--- src/rtl/core/rau_pkg.sv ---
// ----------------------------------------------------------------------------
// Rational arithmetic unit package
// Shared operation codes, status codes, order codes and sequencer states.
// ----------------------------------------------------------------------------
package rau_pkg;

	localparam int unsigned DefValueWidth = 32;
	localparam int unsigned FieldWidth    = 32;

	typedef enum logic [2:0] {
		OP_ADD  = 3'd0,
		OP_SUB  = 3'd1,
		OP_MUL  = 3'd2,
		OP_DIV  = 3'd3,
		OP_RED  = 3'd4,
		OP_CMP  = 3'd5,
		OP_INT  = 3'd6,
		OP_NONE = 3'd7
	} op_t;

	typedef enum logic [1:0] {
		ST_OK   = 2'd0,
		ST_OVF  = 2'd1,
		ST_ZERO = 2'd2
	} status_t;

	typedef enum logic [1:0] {
		ORD_LT = 2'd0,
		ORD_EQ = 2'd1,
		ORD_GT = 2'd2
	} order_t;

	typedef enum logic [2:0] {
		S_IDLE,
		S_MUL1,
		S_MUL2,
		S_MUL3,
		S_GCD,
		S_QUOT,
		S_DONE
	} state_t;

endpackage

--- src/rtl/core/rational_arithmetic_unit.sv ---
// Sequencing: multiply kinds step through S_MUL1, S_MUL2 and S_MUL3 to S_DONE;
// reduce and integer test run one Euclid remainder at a time in S_GCD (one
// load step and W bit steps each), and reduce then adds two quotient divisions
// in S_QUOT. A zero denominator or the unused kind goes straight to S_DONE.
// One word is in work at a time; s_tready is low until the result is taken.
// The shared unit is a W-step restoring divider plus one WxW multiplier.
// Reset (arst_n low, asynchronous) clears the sequencer and the output valid.
// ----------------------------------------------------------------------------
// Rational arithmetic unit
// Cross-multiplied fraction arithmetic, gcd reduction, compare, integer test.
// ----------------------------------------------------------------------------
module rational_arithmetic_unit
	import rau_pkg::*;
#(
	parameter int unsigned VALUE_WIDTH = DefValueWidth
) (
	input  logic         clk,
	input  logic         arst_n,
	input  logic         s_tvalid,
	output logic         s_tready,
	// a_num[31:0], a_den[63:32], b_num[95:64], b_den[127:96]
	input  logic [127:0] s_tdata,
	// kind[2:0]
	input  logic [2:0]   s_tuser,
	output logic         m_tvalid,
	input  logic         m_tready,
	// res_num[31:0], res_den[63:32], order[65:64], is_integer[66], status[68:67], zero
	output logic [71:0]  m_tdata
);

	localparam int unsigned W  = VALUE_WIDTH;
	localparam int unsigned CW = $clog2(W + 1);

	state_t state_q, state_d;

	// Captured operands: numerators as sign and magnitude, denominators as given.
	op_t          kind_q;
	logic         an_neg_q, bn_neg_q;
	logic [W-1:0] an_mag_q, ad_q, bn_mag_q, bd_q;

	// Multiplier operands and products.
	logic [W-1:0]   mx, my;
	logic [2*W-1:0] prod;
	logic [2*W-1:0] p0_q, p1_q, p2_q;

	// Divider registers: remainder, quotient, divisor, dividend, bit counter.
	logic [W-1:0]   rem_q, quo_q, dvs_q, dvd_q;
	logic [W-1:0]   gp_q, gq_q;
	logic [CW-1:0]  cnt_q;
	logic           pass_q;
	logic [W:0]     trial;
	logic [W-1:0]   rem_sh;

	// Result register.
	logic [W-1:0]   rnum_q, rden_q;
	logic [1:0]     order_q, status_q;
	logic           isint_q;
	logic           ovalid_q;

	// Input field split.
	logic [W-1:0]   in_an, in_ad, in_bn, in_bd;
	assign in_an = s_tdata[W-1:0];
	assign in_ad = s_tdata[32+W-1:32];
	assign in_bn = s_tdata[64+W-1:64];
	assign in_bd = s_tdata[96+W-1:96];

	function automatic logic [W-1:0] mag_of(input logic [W-1:0] v);
		return v[W-1] ? (~v + 1'b1) : v;
	endfunction

	assign s_tready = (state_q == S_IDLE) && !ovalid_q;

	// Shared multiplier; operand pair chosen by step.
	always_comb begin
		mx = an_mag_q;
		my = bd_q;
		case (state_q)
			S_MUL1: begin
				mx = an_mag_q;
				my = (kind_q == OP_MUL) ? bn_mag_q : bd_q;
			end
			S_MUL2: begin
				mx = ad_q;
				my = bn_mag_q;
			end
			S_MUL3: begin
				mx = ad_q;
				my = (kind_q == OP_DIV) ? bn_mag_q : bd_q;
			end
			default: begin
				mx = an_mag_q;
				my = bd_q;
			end
		endcase
	end
	assign prod = {{W{1'b0}}, mx} * {{W{1'b0}}, my};

	// One restoring division step.
	assign rem_sh = {rem_q[W-2:0], dvd_q[W-1]};
	assign trial  = {rem_q, dvd_q[W-1]} - {1'b0, dvs_q};

	// Sign-magnitude combine of the two products for the final result.
	logic           sa, sb, rneg;
	logic [2*W:0]   rmag;
	logic           fits;
	logic [W-1:0]   rwrap;
	logic           cmp_gt, cmp_eq;
	always_comb begin
		sa = an_neg_q;
		sb = (kind_q == OP_SUB) ? ~bn_neg_q : bn_neg_q;
		if (p0_q == '0) sa = 1'b0;
		if (p1_q == '0) sb = 1'b0;
		rneg = sa;
		rmag = {1'b0, p0_q};
		case (kind_q)
			OP_ADD, OP_SUB: begin
				if (sa == sb) begin
					rneg = sa;
					rmag = {1'b0, p0_q} + {1'b0, p1_q};
				end else if (p0_q >= p1_q) begin
					rneg = sa;
					rmag = {1'b0, p0_q - p1_q};
				end else begin
					rneg = sb;
					rmag = {1'b0, p1_q - p0_q};
				end
			end
			OP_MUL: rneg = an_neg_q ^ bn_neg_q;
			OP_DIV: rneg = an_neg_q ^ bn_neg_q;
			default: rneg = sa;
		endcase
		if (rmag == '0) rneg = 1'b0;
		fits = rneg ? (rmag <= ({{(W+1){1'b0}}, 1'b1} << (W-1)))
		            : (rmag <  ({{(W+1){1'b0}}, 1'b1} << (W-1)));
		rwrap = rneg ? (~rmag[W-1:0] + 1'b1) : rmag[W-1:0];
		// Compare a_num*b_den (p0) with b_num*a_den (p1).
		cmp_eq = (an_neg_q == bn_neg_q || (p0_q == '0 && p1_q == '0)) && p0_q == p1_q;
		if (p0_q == '0 && p1_q == '0)
			cmp_gt = 1'b0;
		else if ((an_neg_q && p0_q != '0) != (bn_neg_q && p1_q != '0))
			cmp_gt = !(an_neg_q && p0_q != '0);
		else if (an_neg_q && p0_q != '0)
			cmp_gt = p0_q < p1_q;
		else
			cmp_gt = p0_q > p1_q;
	end

	// Sequencer state register.
	always_ff @(posedge clk or negedge arst_n) begin
		if (!arst_n) begin
			state_q <= S_IDLE;
		end else begin
			state_q <= state_d;
		end
	end

	// Next state.
	always_comb begin
		state_d = state_q;
		case (state_q)
			S_IDLE: begin
				if (s_tvalid && s_tready) begin
					if (in_ad == '0) state_d = S_DONE;
					else if (s_tuser == OP_RED || s_tuser == OP_INT) state_d = S_GCD;
					else if (s_tuser == OP_NONE) state_d = S_DONE;
					else if (in_bd == '0) state_d = S_DONE;
					else if (s_tuser == OP_DIV && in_bn == '0) state_d = S_DONE;
					else state_d = S_MUL1;
				end
			end
			S_MUL1: state_d = S_MUL2;
			S_MUL2: state_d = S_MUL3;
			S_MUL3: state_d = S_DONE;
			S_GCD: begin
				if (gq_q == '0) state_d = (kind_q == OP_RED) ? S_QUOT : S_DONE;
				else if (cnt_q == CW'(W)) state_d = S_GCD;
			end
			S_QUOT: begin
				if (cnt_q == CW'(W) && pass_q) state_d = S_DONE;
			end
			S_DONE: state_d = S_IDLE;
			default: state_d = S_IDLE;
		endcase
	end

	// Datapath registers.
	always_ff @(posedge clk) begin
		case (state_q)
			S_IDLE: begin
				kind_q   <= op_t'(s_tuser);
				an_neg_q <= in_an[W-1];
				an_mag_q <= mag_of(in_an);
				bn_neg_q <= in_bn[W-1];
				bn_mag_q <= mag_of(in_bn);
				ad_q     <= in_ad;
				bd_q     <= in_bd;
				gp_q     <= mag_of(in_an);
				gq_q     <= in_ad;
				cnt_q    <= '0;
				pass_q   <= 1'b0;
				rem_q    <= '0;
				dvd_q    <= mag_of(in_an);
				dvs_q    <= in_ad;
				p0_q     <= '0;
				p1_q     <= '0;
				p2_q     <= '0;
			end
			S_MUL1: p0_q <= prod;
			S_MUL2: p1_q <= prod;
			S_MUL3: begin
				p2_q <= prod;
				if (kind_q == OP_DIV || kind_q == OP_MUL) p1_q <= '0;
			end
			S_GCD: begin
				// gp mod gq, one bit per cycle; gcd(0,q)=q handled by swap.
				if (gq_q == '0) begin
					rem_q  <= '0;
					dvd_q  <= an_mag_q;
					dvs_q  <= gp_q;
					cnt_q  <= '0;
					pass_q <= 1'b0;
				end else if (cnt_q == '0) begin
					rem_q <= '0;
					dvd_q <= gp_q;
					dvs_q <= gq_q;
					cnt_q <= cnt_q + 1'b1;
				end else if (cnt_q == CW'(W)) begin
					gp_q  <= gq_q;
					gq_q  <= trial[W] ? rem_sh : trial[W-1:0];
					cnt_q <= '0;
				end else begin
					rem_q <= trial[W] ? rem_sh : trial[W-1:0];
					dvd_q <= {dvd_q[W-2:0], 1'b0};
					cnt_q <= cnt_q + 1'b1;
				end
			end
			S_QUOT: begin
				if (cnt_q == CW'(W)) begin
					// First pass gave |a_num|/g; run again for a_den/g.
					if (!pass_q) begin
						p0_q   <= {{W{1'b0}}, quo_q};
						rem_q  <= '0;
						dvd_q  <= ad_q;
						cnt_q  <= '0;
						pass_q <= 1'b1;
					end
				end else begin
					rem_q <= trial[W] ? rem_sh : trial[W-1:0];
					dvd_q <= {dvd_q[W-2:0], 1'b0};
					quo_q <= {quo_q[W-2:0], ~trial[W]};
					cnt_q <= cnt_q + 1'b1;
				end
			end
			default: begin
			end
		endcase
	end

	// The last quotient bit lands at count W-1; the final value is quo_q at W.
	// Result formation and output register.
	always_ff @(posedge clk or negedge arst_n) begin
		if (!arst_n) begin
			ovalid_q <= 1'b0;
		end else if (state_q == S_DONE) begin
			ovalid_q <= 1'b1;
		end else if (m_tready) begin
			ovalid_q <= 1'b0;
		end
	end

	always_ff @(posedge clk) begin
		if (state_q == S_DONE) begin
			rnum_q   <= '0;
			rden_q   <= '0;
			order_q  <= ORD_EQ;
			isint_q  <= 1'b0;
			status_q <= ST_OK;
			if (ad_q == '0 || ((kind_q <= OP_DIV || kind_q == OP_CMP) && bd_q == '0)
			    || (kind_q == OP_DIV && bn_mag_q == '0)) begin
				if (kind_q != OP_NONE) status_q <= ST_ZERO;
			end else begin
				case (kind_q)
					OP_ADD, OP_SUB, OP_MUL, OP_DIV: begin
						rnum_q <= rwrap;
						rden_q <= p2_q[W-1:0];
						if (!fits || p2_q[2*W-1:W] != '0) status_q <= ST_OVF;
					end
					OP_RED: begin
						rnum_q <= an_neg_q ? (~p0_q[W-1:0] + 1'b1) : p0_q[W-1:0];
						rden_q <= quo_q;
					end
					OP_CMP: order_q <= cmp_eq ? ORD_EQ : (cmp_gt ? ORD_GT : ORD_LT);
					OP_INT: isint_q <= (gp_q == ad_q);
					default: begin
					end
				endcase
			end
		end
	end

	assign m_tvalid = ovalid_q;
	assign m_tdata  = {3'b000, status_q, isint_q, order_q,
	                   FieldWidth'(rden_q), FieldWidth'($signed(rnum_q))};

endmodule

--- config.mk ---
export PLATFORM = sky130hd
export DESIGN_NAME = rational_arithmetic_unit
export DESIGN_NICKNAME = d
export VERILOG_FILES = /design/src/rtl/core/rau_pkg.sv /design/src/rtl/core/rational_arithmetic_unit.sv
export SDC_FILE = /design/constraint.sdc
export NUM_CORES = 2
export LEC_CHECK = 0
export ABC_AREA = 1
export ABC_CLOCK_PERIOD_IN_PS = 23900
export BUFFER_PORTS_ARGS = -buffer_cell sky130_fd_sc_hd__buf_2
export CAP_MARGIN = 20
export CELL_PAD_IN_SITES_DETAIL_PLACEMENT = 1
export CELL_PAD_IN_SITES_GLOBAL_PLACEMENT = 2
export CORE_MARGIN = 3
export CORE_UTILIZATION = 40
export CTS_BUF_LIST = sky130_fd_sc_hd__clkbuf_8
export DETAILED_ROUTE_END_ITERATION = 12
export PLACE_DENSITY = 0.91
export RECOVER_POWER = 25
export SYNTH_ARGS = -nofsm -noshare
export SYNTH_HDL_FRONTEND = slang
export SYNTH_SLANG_ARGS = --single-unit
--- constraint.sdc ---
create_clock -name clk -period 23.9 [get_ports clk]
set_input_delay 4.78 -clock clk [delete_from_list [all_inputs] [get_ports clk]]
set_output_delay 4.78 -clock clk [all_outputs]
set_load 0.05 [all_outputs]
==> results_dict.tcl <==
set metrics [dict create \
    design.die.area_sq_um 208000 \
    synth.yosys.seq_area_share 0.221 \
    clk-insertion-delay-late_ns 0.85 \
    syn_to_final_growth_pct 7.30 \
    number_of_buffers_inserted_by_hold_repair_at_cts 0 \
    drtPass1Iterations 5 \
    synth-warning-count 0 \
    initial_cell_density_of_the_core 0.404 \
    fraction_of_layout_instances_using_a_drive_strength_above_1 0.0552 \
    postRouteWirelength_um 377000 \
    violations_in_the_final_reports "max-capacitance violations, max-slew violations" \
    ys_dominant_reg_cell "edfxtp_1" \
    route.vias.total 76600 \
    synthesis.instances 11000 \
    max_freq_ghz 0.0799 \
    cts.repair.resized 0 \
    final-setup-viol-count 0 \
    crit_path_top_delay_cell "clkbuf_1" \
    most_common_library_cell_in_the_layout_ignoring_fill_and_taps "nand2_1" \
    timing.hold.worst.class "reg2reg" \
    grt_start_max_net_pins 71 \
    h-tree-depth 3 \
    finalWeightedCongestion 1.01 \
    final.setup_skew_ns 0.0951 \
    layout_min_cycle_time_ns 12.51 \
    async_flop_share 0.00670 \
    unrepaired_setup_endpoints_after_global_routing "no" \
    floorplan.rows 164 \
    final-max-slew-violation-count 439 \
    avgSynthCellArea_sq_um 7.35 \
    clock_tree.buffer_depth 3 \
    crit_top_cell "ha_1" \
    drc_errors 0 \
    fillers 25200 \
    timing_worst_slew_pin_value_ns 4.43 \
    timing_worst_setup_path_type "reg2reg" \
    worst_case_headroom_to_the_max_slew_limit -1.95 \
    finalCritPeriodShare 0.523 \
    cts.sink_count 597 \
    run_status "finished with violations" \
    hold_viol_final 0 \
    ys_types 66 \
    drt-initial-drc-count 6542 \
    r2r_start "state_q[1]$_DFFE_PN0P_" \
    grt-ovfl-total 0 \
    cp_max_fo 67 \
    placeableCoreArea_sq_um 200000 \
    postCtsSetupRepairBufs 0 \
    route.detailed.vias_per_inst 5.54 \
    cts_root_buf "clkbuf_8" \
    end_kind "flip-flop" \
    drtAntennaViolNets 0 \
    dieWidth_um 456 \
    die_height_um 456 \
    antenna_found_initial 11 \
    worstPathRequired_ns 24.39 \
    timing.setup.tns_ns 0 \
    critical_path.startpoint_type "flip-flop" \
    nNetsFinal 12600 \
    hp-start "quo_q[4]$_DFFE_PP_" \
    pin_count 209 \
    critPathArrivalTime_ns 13.00 \
    setup.worst_path.start "state_q[1]$_DFFE_PN0P_" \
    cts_tree "built" \
    synth.cell_area_sq_um 80900 \
    numCtsBuffers 102 \
    worst_path_largest_cell_delay_ns 2.49 \
    max_cap_violations 8 \
    groute.usage.overall 0.357 \
    synth_enable_flop_cells 593 \
    yosys_register_bits 597 \
    worst_slack_ns 11.39 \
    via_count_of_the_first_global_routing_pass 82400 \
    most_frequent_cells_in_the_layout "nand2_1, inv_1, nor2_1" \
    drt-wirelength-per-cell_um 27.3 \
    dp_hpwl_um 316000 \
    grt_pass1_wl_um 548000 \
    worst_setup_hold_path_clk_slew_ns 0.06 \
    portBuffers 205 \
    pre_cts_worst_setup_slack_ns 13.01 \
]
## cells in the mapped netlist, types with 4 or more instances
| master | instances | area share |
|---|---|---|
| o22ai_1 | 43 | 0.0033 |
| nor2_1 | 1343 | 0.062 |
| and2_1 | 8 | 0.00062 |
| dfrtp_1 | 4 | 0.0012 |
| nand3b_1 | 13 | 0.0012 |
| xor2_1 | 198 | 0.021 |
| o21bai_1 | 28 | 0.0026 |
| clkinv_1 | 18 | 0.00083 |
| and3_1 | 5 | 0.00039 |
| o2111ai_1 | 4 | 0.00043 |
| o21a_1 | 10 | 0.00093 |
| nand3_1 | 329 | 0.020 |
| nor4_1 | 76 | 0.0059 |
| buf_1 | 32 | 0.0015 |
| nand2_1 | 3030 | 0.14 |
| o21ai_0 | 424 | 0.026 |
| inv_2 | 28 | 0.0013 |
| a21boi_0 | 13 | 0.0012 |
| a22oi_1 | 17 | 0.0016 |
| o21ai_1 | 23 | 0.0014 |
| edfxtp_1 | 593 | 0.22 |
| a21oi_1 | 358 | 0.022 |
| buf_2 | 62 | 0.0038 |
| a21oi_2 | 4 | 0.00043 |
| a221oi_1 | 17 | 0.0018 |
| a211oi_1 | 19 | 0.0018 |
| buf_4 | 22 | 0.0020 |
| buf_6 | 12 | 0.0017 |
| xnor2_1 | 65 | 0.0070 |
| nand2_4 | 5 | 0.00070 |
| nand4_1 | 139 | 0.011 |
| fa_1 | 900 | 0.22 |
| o211ai_1 | 41 | 0.0038 |
| a21o_1 | 5 | 0.00046 |
| nor2_2 | 11 | 0.00085 |
| a31oi_1 | 31 | 0.0024 |
| ha_1 | 492 | 0.076 |
| or2_2 | 10 | 0.00077 |
| nor2_4 | 11 | 0.0015 |
| clkbuf_1 | 245 | 0.011 |
| nor3_1 | 101 | 0.0062 |
| o31ai_1 | 9 | 0.00083 |
| inv_1 | 2153 | 0.10 |
| nand2_2 | 30 | 0.0023 |
## layer usage
| layer | track usage | vias to the layer above | wire [um] |
|---|---|---|---|
| met1 | 0.437 | 38600 | 148000 |
| met4 | 0.236 | 8 | 30400 |
| met3 | 0.0442 | 920 | 22900 |
| li1 | - | 34000 | - |
| met2 | 0.593 | 3055 | 176000 |
| met5 | 0 | - | 55 |
## worst max-delay path: cells and delay by family (launching register included)
family | cells | cell delay (ns)
buffers and inverters | 8 | 4.39
adders and majority gates | 9 | 3.45
and+or+nand+nor | 7 | 1.00
xor gates and xnor gates | 1 | 0.39
AOI/OAI and AO/OA | 9 | 2.47
DFF | 1 | 0.42
## cell families (layout without fill, tap and decap cells)
logic type | count (synthesis) | count (layout) | synth area share
and+or+nand+nor | 5121 | 5121 | 0.256
buffers and inverters | 2574 | 2732 | 0.123
adders and majority gates | 1392 | 1392 | 0.299
AOI/OAI and AO/OA | 1060 | 1060 | 0.0732
DFF | 597 | 597 | 0.221
xor gates and xnor gates | 263 | 263 | 0.0285
other | 1 | 8 | 0.0000463
## sequential cells by signal, summed over array words and instances, names as in the netlist, 2 cells and up
name      count
dvd_q        32
an_mag_q     32
gp_q         32
kind_q        3
gq_q         32
order_q       2
p0_q         64
cnt_q         6
status_q      2
bn_mag_q     32
dvs_q        32
ad_q         32
p2_q         64
bd_q         32
rden_q       32
state_q       3
quo_q        32
p1_q         64
rnum_q       32
rem_q        32
## per-stage QoR
stage	hold WS, ns	area (sq um)	util	instances
6_report	0.407	86800	0.433	13800
5_1_grt	0.410	86800	0.433	13800
4_1_cts	0.416	86800	0.433	13800
3_5_place_dp	0.436	84900	0.423	13600
3_3_place_gp	0.434	84800	0.423	13600
2_1_floorplan	0.426	80900	-	11000
## worst paths after layout
kind	endpoint	slack (ns)	cells past startpoint
setup reg to reg	p2_q[50]$_SDFFCE_PP0P_	11.39	34
hold reg to reg	quo_q[5]$_DFFE_PP_	0.41	0
min in group asynchronous	m_tvalid$_DFFE_PN0P_	3.77	1
hold / removal	quo_q[5]$_DFFE_PP_	0.41	0
setup / recovery	p2_q[50]$_SDFFCE_PP0P_	11.39	34
max in group asynchronous	state_q[1]$_DFFE_PN0P_	19.93	1
## cell type report
type / count / area, sq um / area share
well taps: 2656 / 3320 / 0.0383
clock buffers: 103 / 1420 / 0.0163
clock inverters: 81 / 531 / 0.00611
multi-input cells: 7839 / 53300 / 0.613
diodes: 5 / 12.5 / 0.000144
flip-flops and latches: 597 / 17900 / 0.206
repair buffers: 349 / 2140 / 0.0246
inverters: 2199 / 8250 / 0.0950
Power is not shown: default switching activity piles up to over one toggle a cycle in this logic, so the estimate is an artifact.
